$ cat src/hw/rtl/integer_field_scanner_macros.svh
// assertion macros for the integer field scanner
// used by modules that clock on i_clk with synchronous active-low reset i_rst_n
`ifndef INTEGER_FIELD_SCANNER_MACROS_SVH
`define INTEGER_FIELD_SCANNER_MACROS_SVH

// same-cycle implication
`define IFS_ASSERT_IMP(label, ante, cons) \
    label: assert property (@(posedge i_clk) disable iff (!i_rst_n) (ante) |-> (cons)) \
        else $error("ifs: same-cycle check failed");

// next-cycle implication
`define IFS_ASSERT_NXT(label, ante, cons) \
    label: assert property (@(posedge i_clk) disable iff (!i_rst_n) (ante) |=> (cons)) \
        else $error("ifs: next-cycle check failed");

`endif

$ cat src/hw/rtl/ifs_pkg.sv
// shared types and constants of the integer field scanner
// no dependencies
`timescale 1ns / 1ps

package ifs_pkg;

    localparam int unsigned OUT_BITS = 64;

    localparam logic [2:0] CONV_D = 3'd0;
    localparam logic [2:0] CONV_I = 3'd1;
    localparam logic [2:0] CONV_U = 3'd2;
    localparam logic [2:0] CONV_O = 3'd3;
    localparam logic [2:0] CONV_X = 3'd4;
    localparam logic [2:0] CONV_P = 3'd5;

    localparam logic [1:0] LEN_INT   = 2'd0;
    localparam logic [1:0] LEN_SHORT = 2'd1;
    localparam logic [1:0] LEN_LONG  = 2'd2;

    localparam logic [2:0] CFG_CONVERSION    = 3'd0;
    localparam logic [2:0] CFG_LENGTH_MODE   = 3'd1;
    localparam logic [2:0] CFG_WIDTH_LIMITED = 3'd2;
    localparam logic [2:0] CFG_MAX_WIDTH     = 3'd3;
    localparam logic [2:0] CFG_SUPPRESS      = 3'd4;

    localparam logic CMD_START = 1'b0;
    localparam logic CMD_CHAR  = 1'b1;

    typedef enum logic [2:0] {
        PH_IDLE     = 3'd0,
        PH_SKIP     = 3'd1,
        PH_SIGNED_I = 3'd2,
        PH_ZERO_I   = 3'd3,
        PH_DIGITS   = 3'd4
    } t_phase;

    typedef enum logic [1:0] {
        RX_OCT = 2'd0,
        RX_DEC = 2'd1,
        RX_HEX = 2'd2
    } t_radix;

    typedef struct packed {
        logic [2:0] conversion;
        logic [1:0] length_mode;
        logic       width_limited;
        logic [7:0] max_width;
        logic       suppress;
    } t_cfg;

    typedef struct packed {
        logic       is_blank;
        logic       is_nul;
        logic       is_sign;
        logic       is_minus;
        logic       is_zero;
        logic       is_x;
        logic       oct_ok;
        logic       dec_ok;
        logic       hex_ok;
        logic [3:0] digit;
    } t_char_class;

    typedef struct packed {
        logic                valid;
        logic [OUT_BITS-1:0] value;
        logic [15:0]         consumed;
        logic                used;
        logic                assigned;
    } t_result;

endpackage

$ cat src/hw/rtl/ifs_char_class.sv
// character classifier: whitespace, sign, prefix and digit decode of one byte
// depends on ifs_pkg
`timescale 1ns / 1ps

module ifs_char_class (
    input  logic [7:0]          i_ch,
    output ifs_pkg::t_char_class o_cls
);
    import ifs_pkg::*;

    logic num;
    logic lower_hex;
    logic upper_hex;
    logic x_char;

    always_comb begin
        num       = (i_ch >= 8'h30) && (i_ch <= 8'h39);
        lower_hex = (i_ch >= 8'h61) && (i_ch <= 8'h66);
        upper_hex = (i_ch >= 8'h41) && (i_ch <= 8'h46);
        x_char    = (i_ch == 8'h78) || (i_ch == 8'h58);

        o_cls.is_blank = (i_ch == 8'h20) || (i_ch == 8'h0A) || (i_ch == 8'h09)
                      || (i_ch == 8'h0D) || (i_ch == 8'h0C);
        o_cls.is_nul   = (i_ch == 8'h00);
        o_cls.is_sign  = (i_ch == 8'h2B) || (i_ch == 8'h2D);
        o_cls.is_minus = (i_ch == 8'h2D);
        o_cls.is_zero  = (i_ch == 8'h30);
        o_cls.is_x     = x_char;
        o_cls.oct_ok   = (i_ch >= 8'h30) && (i_ch <= 8'h37);
        o_cls.dec_ok   = num;
        o_cls.hex_ok   = num || lower_hex || upper_hex || x_char;

        if (num) begin
            o_cls.digit = i_ch[3:0];
        end else if (lower_hex || upper_hex) begin
            o_cls.digit = 4'(i_ch[2:0] + 3'd1) + 4'd8;
        end else begin
            o_cls.digit = 4'd0;
        end
    end

endmodule

$ cat src/hw/rtl/ifs_scan_core.sv
// field scanner state machine, accumulator and result formatting
// depends on ifs_pkg, ifs_char_class and integer_field_scanner_macros.svh
`timescale 1ns / 1ps
`include "integer_field_scanner_macros.svh"

module ifs_scan_core #(
    parameter int unsigned VALUE_BITS = 64
) (
    input  logic             i_clk,
    input  logic             i_rst_n,
    input  logic             i_step,
    input  logic             i_cmd,
    input  logic [7:0]       i_ch,
    input  ifs_pkg::t_cfg    i_cfg,
    output ifs_pkg::t_result o_res
);
    import ifs_pkg::*;

    localparam logic [OUT_BITS-1:0] ValueMask = {OUT_BITS{1'b1}} >> (OUT_BITS - VALUE_BITS);

    typedef struct packed {
        logic start;
        logic ws;
        logic take;
        logic accum;
        logic set_sign;
        logic load_oct;
        logic load_dec;
        logic load_hex;
        logic emit;
        logic used;
        logic nonnul;
    } t_ctl;

    t_phase                r_phase, n_phase;
    t_radix                r_radix, n_radix;
    logic [VALUE_BITS-1:0] r_acc, n_acc;
    logic                  r_neg, n_neg;
    logic [7:0]            r_fc, n_fc;
    logic [15:0]           r_sc, n_sc;

    t_char_class           cls;
    t_ctl                  ctl;
    logic [2:0]            mode;
    logic                  mode_i;
    logic [7:0]            fc_inc;
    logic [15:0]           sc_inc;
    logic                  w_now;
    logic                  w_after;
    logic                  do_digit;
    logic                  dec_force;
    logic                  dig_ok;
    logic [VALUE_BITS-1:0] acc_next;
    logic [OUT_BITS-1:0]   acc_wide;
    logic [OUT_BITS-1:0]   signed_val;
    logic [OUT_BITS-1:0]   sized_val;
    logic                  sext;

    ifs_char_class u_class (
        .i_ch  (i_ch),
        .o_cls (cls)
    );

    always_comb begin
        mode    = (i_cfg.conversion > CONV_P) ? CONV_D : i_cfg.conversion;
        mode_i  = (mode == CONV_I);
        fc_inc  = (r_fc == 8'hFF) ? r_fc : r_fc + 8'd1;
        sc_inc  = (r_sc == 16'hFFFF) ? r_sc : r_sc + 16'd1;
        w_now   = i_cfg.width_limited && (r_fc >= i_cfg.max_width);
        w_after = i_cfg.width_limited && (fc_inc >= i_cfg.max_width);
    end

    // next state and control
    always_comb begin
        n_phase   = r_phase;
        ctl       = '0;
        do_digit  = 1'b0;
        dec_force = 1'b0;
        dig_ok    = 1'b0;
        if (i_step) begin
            if (i_cmd == CMD_START) begin
                n_phase   = PH_SKIP;
                ctl.start = 1'b1;
            end else begin
                unique case (r_phase)
                    PH_SKIP: begin
                        if (cls.is_blank) begin
                            ctl.ws = 1'b1;
                        end else if (cls.is_nul) begin
                            ctl.emit = 1'b1;
                        end else if (cls.is_sign) begin
                            ctl.take     = 1'b1;
                            ctl.set_sign = 1'b1;
                            if (mode_i) begin
                                n_phase = PH_SIGNED_I;
                            end else if (w_after) begin
                                ctl.emit   = 1'b1;
                                ctl.used   = 1'b1;
                                ctl.nonnul = 1'b1;
                            end else begin
                                n_phase = PH_DIGITS;
                            end
                        end else if (mode_i && cls.is_zero) begin
                            ctl.take     = 1'b1;
                            ctl.load_oct = 1'b1;
                            n_phase      = PH_ZERO_I;
                        end else if (mode_i) begin
                            ctl.load_dec = 1'b1;
                            dec_force    = 1'b1;
                            do_digit     = 1'b1;
                        end else begin
                            do_digit = 1'b1;
                        end
                    end
                    PH_SIGNED_I: begin
                        if (cls.is_zero) begin
                            ctl.take     = 1'b1;
                            ctl.load_oct = 1'b1;
                            n_phase      = PH_ZERO_I;
                        end else begin
                            ctl.load_dec = 1'b1;
                            dec_force    = 1'b1;
                            do_digit     = 1'b1;
                        end
                    end
                    PH_ZERO_I: begin
                        if (cls.is_x) begin
                            ctl.take     = 1'b1;
                            ctl.load_hex = 1'b1;
                            if (w_after) begin
                                ctl.emit   = 1'b1;
                                ctl.used   = 1'b1;
                                ctl.nonnul = 1'b1;
                            end else begin
                                n_phase = PH_DIGITS;
                            end
                        end else begin
                            do_digit = 1'b1;
                        end
                    end
                    PH_DIGITS: begin
                        do_digit = 1'b1;
                    end
                    PH_IDLE: begin
                        n_phase = PH_IDLE;
                    end
                    default: begin
                        n_phase = PH_IDLE;
                    end
                endcase

                if (dec_force) begin
                    dig_ok = cls.dec_ok;
                end else begin
                    case (r_radix)
                        RX_OCT:  dig_ok = cls.oct_ok;
                        RX_HEX:  dig_ok = cls.hex_ok;
                        default: dig_ok = cls.dec_ok;
                    endcase
                end

                if (do_digit) begin
                    n_phase    = PH_DIGITS;
                    ctl.nonnul = 1'b1;
                    if (w_now || !dig_ok) begin
                        ctl.emit = 1'b1;
                    end else begin
                        ctl.accum = 1'b1;
                        ctl.take  = 1'b1;
                        if (w_after) begin
                            ctl.emit = 1'b1;
                            ctl.used = 1'b1;
                        end
                    end
                end
            end
        end
        if (ctl.emit) begin
            n_phase = PH_IDLE;
        end
    end

    // datapath next values and result
    always_comb begin
        case (r_radix)
            RX_OCT:  acc_next = (r_acc << 3) + VALUE_BITS'(cls.digit);
            RX_HEX:  acc_next = (r_acc << 4) + VALUE_BITS'(cls.digit);
            default: acc_next = (r_acc << 3) + (r_acc << 1) + VALUE_BITS'(cls.digit);
        endcase

        n_acc   = r_acc;
        n_neg   = r_neg;
        n_radix = r_radix;
        n_fc    = r_fc;
        n_sc    = r_sc;
        if (ctl.start) begin
            n_acc = '0;
            n_neg = 1'b0;
            n_fc  = 8'd0;
            n_sc  = 16'd0;
            if (mode == CONV_O) begin
                n_radix = RX_OCT;
            end else if (mode == CONV_X || mode == CONV_P) begin
                n_radix = RX_HEX;
            end else begin
                n_radix = RX_DEC;
            end
        end
        if (ctl.ws) begin
            n_sc = sc_inc;
        end
        if (ctl.take) begin
            n_fc = fc_inc;
            n_sc = sc_inc;
        end
        if (ctl.set_sign) begin
            n_neg = cls.is_minus;
        end
        if (ctl.load_oct) begin
            n_radix = RX_OCT;
        end
        if (ctl.load_dec) begin
            n_radix = RX_DEC;
        end
        if (ctl.load_hex) begin
            n_radix = RX_HEX;
        end
        if (ctl.accum) begin
            n_acc = acc_next;
        end

        acc_wide   = OUT_BITS'(n_acc);
        signed_val = n_neg ? (~acc_wide + 64'd1) : acc_wide;
        sext       = (mode == CONV_D) || (mode == CONV_I);
        if (mode == CONV_P || i_cfg.length_mode == LEN_LONG) begin
            sized_val = signed_val;
        end else if (i_cfg.length_mode == LEN_SHORT) begin
            sized_val = {{48{sext & signed_val[15]}}, signed_val[15:0]};
        end else begin
            sized_val = {{32{sext & signed_val[31]}}, signed_val[31:0]};
        end

        o_res.valid    = ctl.emit;
        o_res.value    = sized_val & ValueMask;
        o_res.consumed = n_sc;
        o_res.used     = ctl.used;
        o_res.assigned = !i_cfg.suppress && ctl.nonnul;
    end

    always_ff @(posedge i_clk) begin
        if (!i_rst_n) begin
            r_phase <= PH_IDLE;
            r_radix <= RX_DEC;
            r_acc   <= '0;
            r_neg   <= 1'b0;
            r_fc    <= 8'd0;
            r_sc    <= 16'd0;
        end else if (i_step) begin
            r_phase <= n_phase;
            r_radix <= n_radix;
            r_acc   <= n_acc;
            r_neg   <= n_neg;
            r_fc    <= n_fc;
            r_sc    <= n_sc;
        end
    end

    // characters while idle never produce a result
    `IFS_ASSERT_IMP(a_idle_silent, i_step && (r_phase == PH_IDLE), !o_res.valid)
    // a result always closes the field
    `IFS_ASSERT_NXT(a_emit_closes, o_res.valid, r_phase == PH_IDLE)
    // a field only opens on a start request
    `IFS_ASSERT_NXT(a_open_on_start, (r_phase == PH_IDLE) && !(i_step && (i_cmd == CMD_START)),
                    r_phase == PH_IDLE)

endmodule

$ cat src/hw/rtl/integer_field_scanner.sv
// integer field scanner top level: configuration registers, request and result stages
// depends on ifs_pkg and ifs_scan_core
`timescale 1ns / 1ps

// Scans one integer field from a stream of character requests. A start request
// (cmd 0) opens a field using the live conversion and length settings; each
// character request (cmd 1) then advances the scan by one character, and the
// request that ends the field produces exactly one result. One request is taken
// every cycle while results drain; a request is registered in the request stage
// and its result is registered in the result stage. The multiply-add of the
// accumulator is combinational and is applied once per accepted digit character.
// Write configuration only while idle.
module integer_field_scanner #(
    parameter int unsigned VALUE_BITS = 64
) (
    input  logic        i_clk,
    input  logic        i_rst_n,
    input  logic        i_cfg_we,
    input  logic [2:0]  i_cfg_idx,
    input  logic [7:0]  i_cfg_data,
    input  logic        i_valid,
    output logic        o_ready,
    input  logic        i_cmd,
    input  logic [7:0]  i_ch,
    output logic        o_valid,
    input  logic        i_ready,
    output logic [63:0] o_value,
    output logic [15:0] o_consumed,
    output logic        o_last_char_used,
    output logic        o_assigned
);
    import ifs_pkg::*;

    t_cfg        r_cfg;
    logic        r_in_valid;
    logic        r_in_cmd;
    logic [7:0]  r_in_ch;
    logic        r_out_valid;
    logic [63:0] r_value;
    logic [15:0] r_consumed;
    logic        r_used;
    logic        r_assigned;
    logic        advance;
    t_result     res;

    always_ff @(posedge i_clk) begin
        if (!i_rst_n) begin
            r_cfg <= '0;
        end else if (i_cfg_we) begin
            unique case (i_cfg_idx)
                CFG_CONVERSION:    r_cfg.conversion    <= i_cfg_data[2:0];
                CFG_LENGTH_MODE:   r_cfg.length_mode   <= i_cfg_data[1:0];
                CFG_WIDTH_LIMITED: r_cfg.width_limited <= i_cfg_data[0];
                CFG_MAX_WIDTH:     r_cfg.max_width     <= i_cfg_data;
                CFG_SUPPRESS:      r_cfg.suppress      <= i_cfg_data[0];
                default:           r_cfg               <= r_cfg;
            endcase
        end
    end

    assign advance = r_in_valid && (!r_out_valid || i_ready);
    assign o_ready = !r_in_valid || advance;

    // request stage
    always_ff @(posedge i_clk) begin
        if (!i_rst_n) begin
            r_in_valid <= 1'b0;
        end else if (o_ready) begin
            r_in_valid <= i_valid;
        end
    end

    always_ff @(posedge i_clk) begin
        if (i_valid && o_ready) begin
            r_in_cmd <= i_cmd;
            r_in_ch  <= i_ch;
        end
    end

    ifs_scan_core #(
        .VALUE_BITS (VALUE_BITS)
    ) u_core (
        .i_clk   (i_clk),
        .i_rst_n (i_rst_n),
        .i_step  (advance),
        .i_cmd   (r_in_cmd),
        .i_ch    (r_in_ch),
        .i_cfg   (r_cfg),
        .o_res   (res)
    );

    // result stage
    always_ff @(posedge i_clk) begin
        if (!i_rst_n) begin
            r_out_valid <= 1'b0;
        end else if (res.valid) begin
            r_out_valid <= 1'b1;
        end else if (i_ready) begin
            r_out_valid <= 1'b0;
        end
    end

    always_ff @(posedge i_clk) begin
        if (res.valid) begin
            r_value    <= res.value;
            r_consumed <= res.consumed;
            r_used     <= res.used;
            r_assigned <= res.assigned;
        end
    end

    assign o_valid          = r_out_valid;
    assign o_value          = r_value;
    assign o_consumed       = r_consumed;
    assign o_last_char_used = r_used;
    assign o_assigned       = r_assigned;

endmodule
$ cat config.mk
export PLATFORM = sky130hd
export DESIGN_NAME = integer_field_scanner
export DESIGN_NICKNAME = d
export VERILOG_FILES = /design/src/hw/rtl/ifs_pkg.sv /design/src/hw/rtl/ifs_char_class.sv /design/src/hw/rtl/ifs_scan_core.sv /design/src/hw/rtl/integer_field_scanner.sv
export VERILOG_INCLUDE_DIRS = /design/src /design/src/hw/rtl
export SDC_FILE = /design/constraint.sdc
export NUM_CORES = 1
export LEC_CHECK = 0
export BUFFER_PORTS_ARGS = -buffer_cell sky130_fd_sc_hd__buf_2
export CAP_MARGIN = 5
export CORE_ASPECT_RATIO = 1.4
export CORE_UTILIZATION = 40
export DETAILED_ROUTE_END_ITERATION = 8
export PLACE_DENSITY = 0.67
export SLEW_MARGIN = 10
export SYNTH_ARGS = -nofsm -noshare
export SYNTH_HDL_FRONTEND = slang
export SYNTH_SLANG_ARGS = --single-unit
$ cat constraint.sdc
create_clock -name i_clk -period 18.4 [get_ports i_clk]
set_input_delay 2.76 -clock i_clk [delete_from_list [all_inputs] [get_ports i_clk]]
set_output_delay 2.76 -clock i_clk [all_outputs]
set_load 0.01 [all_outputs]
Word-level counts from Yosys, hierarchy flattened
Cells that the tools add are included.
{ "classes": {"div_mod_pow": 0, "n_shift": 0, "n_reduce_logical": 46, "n_lt_le_gt_ge": 10, "bitwise": 3, "multipliers": 0, "n_mux": 92, "add_sub_neg": 9, "n_eq_ne": 33} }
{ "ops": {"columns": ["cell", "n"], "rows": [
  ["$mux W64", 5],
  ["$add A64 B4 Y64", 3],
  ["$pmux W64 S2", 1],
  ["$add A64 B1 Y64 const B", 1],
  ["$add A64 B64 Y64", 1],
  ["$mux W16", 4],
  ["$not A64 Y64", 1],
  ["$mux W3", 19],
  ["$mux W1", 37],
  ["$eq A8 B4 Y1 const B", 4],
  ["$eq A8 B6 Y1 const B", 4],
  ["$mux W8", 3],
  ["$mux W2", 11],
  ["$add A16 B1 Y16 const B", 1],
  ["$eq A16 B16 Y1 const B", 1],
  ["$eq A8 B7 Y1 const B", 2],
  ["$ge A8 B7 Y1 const B", 2],
  ["$ge A8 B8 Y1", 2],
  ["$le A8 B6 Y1 const B", 2],
  ["$le A8 B7 Y1 const B", 2],
  ["$logic_or A1 B1 Y1", 16],
  ["$reduce_and A2 Y1", 8],
  ["$eq A3 B2 Y1 const B", 5],
  ["$eq A3 B3 Y1 const B", 4],
  ["other kinds (32)", 54]
]} }
{ "totals": {"n_memories": 0, "ram_bits": 0, "in_bits": 25, "latch_bits": 0, "rom_bits": 0, "ff_bits": 202} }

Logic depth before layout (Yosys ltp)
Gate-level depths: netlist of run 1.
{ "logic_depth": {"word_depth": 28, "depth_mapped": 29} }

Hierarchy
From an unflattened synthesis of run 1, not the netlist that was laid out.
{ "unflattened": {"cells_unflattened": 2374, "area_unflattened_um2": 19054.5} }
{ "modules_own_cells": {"columns": ["mod", "instances", "area_each_um2", "cells_per_inst", "seq_area_each_um2"], "rows": [
  ["ifs_scan_core", 1, 15212.1, 2158, 1881.8],
  ["integer_field_scanner", 1, 3445.8, 162, 3072.9],
  ["ifs_char_class", 1, 396.6, 54, 0.0]
]} }

Worst setup path after synthesis of run 1
Ideal clock, no wire load.
{ "synth_timing": {"path_type": "in2reg", "start": "in i_ready", "end": "reg r_value[58] (netlist: o_value[58]) (data pin)", "stages": 27, "path_buffers": 8, "setup_time_ps": 268, "slack_ps": 10365, "t_required_ps": 18132, "arrival_ps": 7767, "path_cell_list": "nand2b_1 > and2_1 > clkbuf_1 > nand2_1 > nor2_1 > nand3_1 > buf_4 > buf_4 > buf_2 > buf_2 > buf_2 > clkbuf_1 > and3_1 > a21oi_1 > ha_1 > o311a_1 > nand3_1 > a2111oi_0 > and4_1 > and4b_1 > o22ai_1 > or4b_4 > nor3_4 > buf_6 > a41oi_1 > xnor2_1 > o21ai_1"} }
{ "synth_lines": {"columns": ["item", "line_no", "source"], "rows": [
  ["start, declared", "integer_field_scanner.sv:26", "input logic i_ready,"],
  ["end signal, assigned", "integer_field_scanner.sv:105", "r_value <= res.value;"],
  ["end, declared", "integer_field_scanner.sv:39", "logic [63:0] r_value;"]
]} }

==> results of run 1 <==
[flip-flops by register name, summed over array words and instances, names as in the netlist]
name	cells
o_value	64
u_core.r_acc	64
o_consumed	16
u_core.r_sc	16
r_cfg	15
r_in_ch	8
u_core.r_fc	8
u_core.r_phase	3
u_core.r_radix	2
o_assigned	1
o_last_char_used	1
o_valid	1
r_in_cmd	1
r_in_valid	1
u_core.r_neg	1
[path summary, 6_finish.rpt]
check	start	endpoint
min	r_cfg[8]$_SDFFE_PN0P_	r_cfg[8]$_SDFFE_PN0P_
min reg2reg	r_cfg[8]$_SDFFE_PN0P_	r_cfg[8]$_SDFFE_PN0P_
max	i_ready	o_value[44]$_DFFE_PP_
max reg2reg	r_in_ch[0]$_DFFE_PP_	o_value[47]$_DFFE_PP_
[synthesized netlist by cell type, drive strengths merged, types with 9 or more instances]
| library cell | count |
|---|---|
| a2111oi | 11 |
| a211o | 10 |
| a211oi | 34 |
| a21boi | 10 |
| a21o | 39 |
| a21oi | 211 |
| a31o | 11 |
| a31oi | 69 |
| a41oi | 15 |
| and2 | 56 |
| and3 | 35 |
| and4 | 10 |
| buf | 44 |
| clkbuf | 120 |
| dfxtp | 111 |
| edfxtp | 91 |
| ha | 151 |
| inv | 59 |
| mux2 | 10 |
| mux2i | 30 |
| nand2 | 234 |
| nand2b | 29 |
| nand3 | 100 |
| nand4 | 73 |
| nor2 | 234 |
| nor2b | 18 |
| nor3 | 74 |
| nor3b | 14 |
| nor4 | 35 |
| o2111ai | 9 |
| o211ai | 34 |
| o21a | 26 |
| o21ai | 181 |
| o31ai | 25 |
| o41ai | 9 |
| or2 | 16 |
| or3 | 23 |
| or4 | 19 |
| xnor2 | 52 |
| xor2 | 47 |
[cells by family (layout without fill, tap and decap cells)]
| family | Yosys count | after routing | share of synthesized area, % |
|---|---|---|---|
| AND/OR/NAND/NOR | 996 | 996 | 26.5 |
| flip-flops | 202 | 202 | 25.7 |
| buffers and inverters | 223 | 230 | 4.66 |
| adder cells (fa/ha/maj) | 153 | 153 | 10.0 |
| AO/OA/AOI/OAI | 788 | 788 | 26.4 |
| XOR/XNOR | 99 | 99 | 4.50 |
| multiplexers | 40 | 40 | 2.14 |
[area by class of cell]
| cell class | instances | area share, % |
|---|---|---|
| Clock buffer | 24 | 2.78 |
| Clock inverter | 18 | 0.702 |
| Inverter | 59 | 1.07 |
| Multi-Input combinational cell | 2076 | 64.6 |
| Sequential cell | 202 | 23.8 |
| Tap cell | 624 | 3.75 |
| Timing Repair Buffer | 129 | 3.35 |
[through the flow]
| stage | area (um^2) | hold WS (ns) | std cells |
|---|---|---|---|
| finish | 20800 | 0.463 | 3132 |
| global route | 20800 | 0.501 | 3132 |
| CTS | 20800 | 0.468 | 3132 |
| detailed placement | 20100 | 0.455 | 3090 |
| global placement | 20100 | 0.452 | 3090 |
| floorplan | 19300 | 0.436 | 2501 |
[layer usage]
metal | track usage, % | wire (um)
met5 | 0 | 0
met3 | 2.56 | 3470
met4 | 23.2 | 6590
met2 | 49.7 | 34700
met1 | 30.0 | 26000
[worst max-delay path, cell delays in order]
cell and delay, ns:
buf_2 0.08, nand2b_1 0.14, and2_1 0.29, nand2_1 0.29, nor2_1 0.48, nand3_4 0.53
and3_1 0.39, a21oi_1 0.23, ha_1 0.35, o311a_1 0.21, nand3_1 0.09, a2111oi_0 0.46
and4_1 0.28, and4b_1 0.23, o22ai_1 0.15, or4b_4 0.59, nor3_4 0.57, a41oi_1 0.24
xnor2_1 0.20, o21ai_0 0.09
[power groups by stage]
stage          Sequential, W  Combinational (W)  Clock, W
4_1_cts             0.000478          0.0000672  0.000452
6_report            0.000478          0.0000684  0.000447
3_5_place_dp        0.000488          0.0000670         0
3_3_place_gp        0.000488          0.0000659         0
5_1_grt             0.000479          0.0000737  0.000468
2_1_floorplan       0.000485          0.0000458         0
==> results.yml, run 1 <==
run_status:
  run_status: "finished clean"
floorplan:
  dieWidth_um: 187
  rows: 94
  die-height_um: 262
  start_util_pct: 40.7
  coreArea_mm2: 0.0473
  die_area_mm2: 0.0490
  boundaryPins: 109
synth:
  ys_warn_count: 0
  syn_nets: 2679
  yosys.area.top_type: "edfxtp_1"
  yosys_register_bits: 202
  syn_inst: 2501
  ys.flop_type: "dfxtp_1"
  yosys-top-cells-area: "edfxtp_1 (14%), dfxtp_1 (12%), ha_1 (9.8%), a21oi_1 (5.5%), nand2_1 (4.6%)"
  synth-edff-count: 91
  yosysSeqAreaShare_pct: 25.7
  avgSynthCellArea_um2: 7.70
  syn_area_mm2: 0.0193
  async_flop_share_pct: 0
  synth_top_area_share_pct: 14.2
  synth_cell_type_count: 108
sta:
  hold_violations: 0
  finalSetupTns_ns: 0
  rsz0062_at_grt: "no"
  setup_viol: 0
  post-route-period-util_pct: 46.0
  layout_setup_ws_ns: 9.93
  max_freq_ghz: 0.118
  report.final.slew_viol_count: 0
  fin_crit_ns: 8.47
  skew_ns: 0.0145
  worst_pin_slew_ns: 1.37
  slew_headroom_pct: 6.62
power_and_ir_drop:
  power_w: 0.000993
  p_seq_share_pct: 48.2
  power.leakage_nw: 7.74
  clkPwrFrac_pct: 45.0
  pwr-share-comb_pct: 6.9
  power_switching_share_pct: 24.7
  p_sw_w: 0.000245
  cellPowerDensity_mw_per_mm2: 47.7
  ir_worst_vdd_v: 0.0000565
  p_int_w: 0.000748
drt:
  viasPerCell: 6.45
  ant_nets: 0
  dr.pass1.iters: 5
  routedWlPerCell_um: 22.6
  wl_mm: 70.7
  vias: 20200
  drc_errors: 0
  drt-initial-drc-count: 1714
critical_path:
  end_kind: "flip-flop"
  arrival_ns: 8.68
  reg2regPathDepth: 22
  cp-start-kind: "input pin"
  r2r_setup_slack_ns: 10.66
  path_class: "in2reg"
  critPathMaxFanout: 52
  critPathRequiredTime_ns: 18.61
clock_tree:
  cts_setup_buffers: 0
  clk_latency_ns: 0.52
  cts_buffer_depth: 3
  ctsHoldBuffers: 0
  htree_num_levels: 1
  cts-root-buf: "clkbuf_16"
  cts.sinks: 202
  postCtsResizedCells: 0
  clk_pin_slew_ns: 0.06
  cts_tree: "yes"
  cts_buffers: 23
hold_path:
  hold_path.class: "reg2reg"
  hold_path_depth: 2
global_routing:
  grt.overflow.total: 0
  grt_max_degree: 75
  grt_pass1_wl_mm: 109
  grt_antenna_before_repair: 0
  grt_pass1_vias: 19400
  grt_usage_pct: 27.8
final_layout:
  area_delta_synth_final_pct: 8.20
  fillers: 4819
  multi_input_area_mm2: 0.0135
  final_util_pct: 44.1
  final-seq-area_mm2: 0.00496
  mostFrequentLayoutCell: "nand2_1"
  drive_gt1_share_pct: 9.53
  diodes: 0
  most-common-layout-cells: "nand2_1 (234), nor2_1 (233), a21oi_1 (210)"
  nets: 2669
placement:
  dp_slack_ns: 9.51
  gp_congestion: 0.987
  hpwl_mm: 53.6
  port_buffers: 108
run:
  cap_violations: 0
Note: power is estimated with default switching activity, not from simulation.
==> inputs of run 2 (changes only) <==
Settings changed: PLACE_DENSITY 0.67 to 0.69.
Clock period 18.4 ns to 7.6 ns, I/O delays scaled along.
==> results.yml, run 2 (synthesized netlist as in run 1, its figures left out) <==
run_status:
  run_status: "finished clean"
power_and_ir_drop:
  p_seq_share_pct: 48.9
  power.leakage_nw: 7.78
  ir_worst_vdd_v: 0.000183
  p_sw_w: 0.000599
  pwr-share-comb_pct: 7.0
  clkPwrFrac_pct: 44.1
  cellPowerDensity_mw_per_mm2: 113
  power_switching_share_pct: 25.3
  p_int_w: 0.00177
sta:
  post-route-period-util_pct: 92.6
  layout_setup_ws_ns: 0.561
  worst_pin_slew_ns: 1.32
  hold_ws_ns: 0.479
  rsz0062_at_grt: "no"
  finalSetupTns_ns: 0
  fin_crit_ns: 7.04
  report.final.slew_viol_count: 0
  slew_headroom_pct: 11.0
  setup_viol: 0
  skew_ns: 0.0172
  hold_violations: 0
  max_freq_ghz: 0.142
final_layout:
  multi_input_area_mm2: 0.0135
  drive_gt1_share_pct: 9.96
  nets: 2681
  area_delta_synth_final_pct: 8.52
  instances_no_fill: 3144
  fin_area_mm2: 0.0209
  diodes: 0
  most-common-layout-cells: "nand2_1 (234), nor2_1 (233), a21oi_1 (210)"
  final-seq-area_mm2: 0.00496
  mostFrequentLayoutCell: "nand2_1"
  fillers: 4778
drt:
  wl_mm: 70.6
  drc_errors: 0
  ant_nets: 0
  dr.pass1.iters: 6
  drt-initial-drc-count: 1927
  viasPerCell: 6.46
  vias: 20300
  routedWlPerCell_um: 22.4
floorplan:
  start_util_pct: 40.7
  rows: 94
  coreArea_mm2: 0.0473
  die-height_um: 262
  dieWidth_um: 187
  boundaryPins: 109
  die_area_mm2: 0.0490
clock_tree:
  ctsHoldBuffers: 0
  clk_latency_ns: 0.52
  cts.sinks: 202
  cts-root-buf: "clkbuf_16"
  cts_tree: "yes"
  cts_buffers: 23
  postCtsResizedCells: 0
  cts_setup_buffers: 0
  clk_pin_slew_ns: 0.06
  htree_num_levels: 1
  cts_buffer_depth: 3
critical_path:
  critPathRequiredTime_ns: 7.85
  path_class: "reg2reg"
  critPathMaxFanout: 32
  cp-start-kind: "flip-flop"
  arrival_ns: 7.29
  end_kind: "flip-flop"
placement:
  dp_cells: 3102
  dp_slack_ns: 0.670
  gp_congestion: 1.01
  hpwl_mm: 52.6
  placed_area_mm2: 0.0202
  port_buffers: 108
global_routing:
  grt_usage_pct: 27.9
  grt_pass1_wl_mm: 109
  grt_max_degree: 71
  grt_antenna_before_repair: 1
  grt_pass1_vias: 19500
  grt.overflow.total: 0
hold_path:
  hold_path.class: "reg2reg"
run:
  cap_violations: 0
## run 2: cell types whose count changed in the layout (fill, tap and decap cells not counted), moves of 2 or more
cell and change:
buf_4 +12, clkbuf_1 +4, clkinv_1 -4, bufinv_16 -2, clkbuf_8 +2, clkinv_2 -2, inv_6 +2
## run 2: power groups by stage
| stage | registers, W | logic [W] | clock network (W) |
|---|---|---|---|
| after global routing | 0.00116 | 0.000178 | 0.00110 |
| after global placement | 0.00118 | 0.000160 | 0 |
| after CTS | 0.00116 | 0.000162 | 0.00106 |
| after floorplan | 0.00117 | 0.000111 | 0 |
| final | 0.00116 | 0.000166 | 0.00104 |
| after detailed placement | 0.00118 | 0.000162 | 0 |
## run 2: stage by stage
stage	total power (W)	utilization, %
CTS	0.00238	44.2
global placement	0.00134	42.7
floorplan	0.00128	-
global route	0.00244	44.2
detailed placement	0.00134	42.7
finish	0.00237	44.2
## run 2: worst paths after layout
check / start / to / slack, ns / cells past startpoint
setup / recovery: r_in_ch[0]$_DFFE_PP_ / o_value[47]$_DFFE_PP_ / 0.56 / 26
hold / removal: r_cfg[6]$_SDFFE_PN0P_ / r_cfg[6]$_SDFFE_PN0P_ / 0.48 / 2
setup reg to reg: r_in_ch[0]$_DFFE_PP_ / o_value[47]$_DFFE_PP_ / 0.56 / 26
hold reg to reg: r_cfg[6]$_SDFFE_PN0P_ / r_cfg[6]$_SDFFE_PN0P_ / 0.48 / 2
## run 2: routing by layer
layer | GRT usage (%) | routed length [um] | vias up | share of wire (%)
li1 | - | - | 9463 | -
met1 | 30.6 | 25900 | 9594 | 37
met2 | 48.5 | 33900 | 933 | 48
met3 | 3.70 | 4150 | 309 | 5.9
met4 | 22.9 | 6540 | 2 | 9.3
met5 | 0 | 8 | - | 0.011
## run 2: final cells by class
| cell class | count | area share, % |
|---|---|---|
| Timing Repair Buffer | 141 | 3.77 |
| Multi-Input combinational cell | 2076 | 64.4 |
| Clock buffer | 30 | 2.98 |
| Sequential cell | 202 | 23.7 |
| Inverter | 59 | 1.07 |
| Tap cell | 624 | 3.74 |
| Clock inverter | 12 | 0.371 |
## run 2: critical path, stage by stage (launching register included)
cell and delay [ns]:
edfxtp_1 0.50, inv_1 0.13, ha_1 0.22, nand2b_1 0.11, o2111a_1 0.27, nand2_1 0.17, nor2_1 0.06, o21ai_0 0.12
o21ai_0 0.13, ha_1 0.31, ha_1 0.26, inv_1 0.09, fa_1 0.20, nand2b_1 0.16, a21o_1 0.19, a211oi_1 0.13
nor3_1 0.86, nor4b_1 1.13, nor3b_1 0.19, a41o_1 0.31, o221ai_1 0.17, nand2b_1 0.19, nand2_1 0.07, xor2_1 0.20
o31a_1 0.16, buf_4 0.30, o21ai_0 0.15
==> inputs of run 3 (changes only) <==
Settings changed: BUFFER_PORTS_ARGS -buffer_cell sky130_fd_sc_hd__buf_2 to -buffer_cell sky130_fd_sc_hd__buf_4.
==> results.yml, run 3 (synthesized netlist as in run 1, its figures left out) <==
drt:
  routedWlPerCell_um: 22.8
  viasPerCell: 6.48
  drc_errors: 0
  ant_nets: 0
  dr.pass1.iters: 7
  vias: 20400
  wl_mm: 71.7
  drt-initial-drc-count: 1765
sta:
  finalSetupTns_ns: 0
  post-route-period-util_pct: 93.3
  report.final.slew_viol_count: 0
  worst_pin_slew_ns: 1.26
  layout_setup_ws_ns: 0.513
  skew_ns: 0.0114
  rsz0062_at_grt: "no"
  fin_crit_ns: 7.09
  max_freq_ghz: 0.141
  setup_viol: 0
  hold_violations: 0
  slew_headroom_pct: 13.8
  hold_ws_ns: 0.469
placement:
  hpwl_mm: 53.9
  dp_cells: 3107
  dp_slack_ns: 0.646
  port_buffers: 108
  gp_congestion: 1.02
power_and_ir_drop:
  power_w: 0.00236
  cellPowerDensity_mw_per_mm2: 111
  power.leakage_nw: 7.86
  ir_worst_vdd_v: 0.000148
floorplan:
  dieWidth_um: 187
  coreArea_mm2: 0.0473
  rows: 94
  die-height_um: 262
  start_util_pct: 40.7
  boundaryPins: 109
  die_area_mm2: 0.0490
clock_tree:
  cts-root-buf: "clkbuf_16"
  htree_num_levels: 1
  cts_buffers: 22
  cts_setup_buffers: 0
  cts.sinks: 202
  cts_tree: "yes"
  clk_pin_slew_ns: 0.06
  clk_latency_ns: 0.51
  cts_buffer_depth: 3
critical_path:
  cp_cell_sequence: "inv_1, ha_1, nand2b_1, o2111a_1, nand2_1, a31oi_1, a31o_2, fa_1, inv_1, fa_1, nand2b_1, a21oi_1, o211ai_1, o21a_1, o211a_1, or3_1, or4_4, and2_4, or4_4, nor3_4, a41oi_1, xnor2_1, o21ai_1"
  path_class: "reg2reg"
  end_kind: "flip-flop"
  cp_slowest_cell: "or4_4"
  arrival_ns: 7.34
  critPathMaxFanout: 14
  path_delay_family: "simple AND/OR/NAND/NOR gates"
  crit_buf_inv: 2
  critPathRequiredTime_ns: 7.85
  cpPeakStageDelay_ns: 0.56
  cp-start-kind: "flip-flop"
final_layout:
  area_delta_synth_final_pct: 10.1
  mostFrequentLayoutCell: "nand2_1"
  instances_no_fill: 3147
  nets: 2685
  drive_gt1_share_pct: 9.99
  most-common-layout-cells: "nand2_1 (234), nor2_1 (233), a21oi_1 (210)"
  diodes: 0
  fillers: 4726
global_routing:
  grt_antenna_before_repair: 0
  grt_pass1_wl_mm: 109
  grt_usage_pct: 28.2
  grt_pass1_vias: 19500
  grt.overflow.total: 0
  grt_max_degree: 79
run_status:
  run_status: "finished clean"
run:
  cap_violations: 0
hold_path:
  hold_path.class: "reg2reg"
[run 3: power breakdown]
group / leakage, nW / internal (W) / switching (W)
Sequential: 1.80 / 0.00114 / 0.0000187
Clock: 0.328 / 0.000579 / 0.000449
Combinational: 5.73 / 0.0000534 / 0.000119
[run 3: per-stage QoR]
stage | util [%] | instance area [um^2]
6_report | 44.8 | 21200
5_1_grt | 44.8 | 21200
4_1_cts | 44.8 | 21200
3_5_place_dp | 43.4 | 20500
3_3_place_gp | 43.4 | 20500
2_1_floorplan | - | 19300
[run 3: worst paths after layout]
kind | slack (ns) | depth (start not counted) | endpoint | startpoint
min | 0.47 | 2 | r_cfg[8]$_SDFFE_PN0P_ | r_cfg[8]$_SDFFE_PN0P_
max | 0.51 | 23 | o_value[58]$_DFFE_PP_ | r_in_ch[0]$_DFFE_PP_
max reg2reg | 0.51 | 23 | o_value[58]$_DFFE_PP_ | r_in_ch[0]$_DFFE_PP_
min reg2reg | 0.47 | 2 | r_cfg[8]$_SDFFE_PN0P_ | r_cfg[8]$_SDFFE_PN0P_
[run 3: cell type report]
type                       count  area (um^2)  area share [%]
clock buffer                  30          581            2.74
clock inverter                10          101           0.478
inverter                      59          223            1.05
multi-input combinational   2076        13500            63.5
sequential                   202         4960            23.4
tap                          624          781            3.68
timing repair buffer         146         1100            5.17
[run 3: what timing repair did]
item / CTS / global route
gates resized for setup: 0 / 1
hold buffers: 0 / 0
endpoints found under the setup margin: 0 / 2
[run 3: worst min-delay path, cell delays in order (launching register included)]
cell	delay [ns]
dfxtp_1	0.32
nand2_1	0.05
a21oi_1	0.05
[run 3: metal layers]
metal	GRT usage (%)	wire [um]	vias up
li1	-	-	9484
met1	30.2	26400	9744
met2	51.3	35600	848
met3	3.65	3860	302
met4	20.2	5870	0
met5	0	0	-
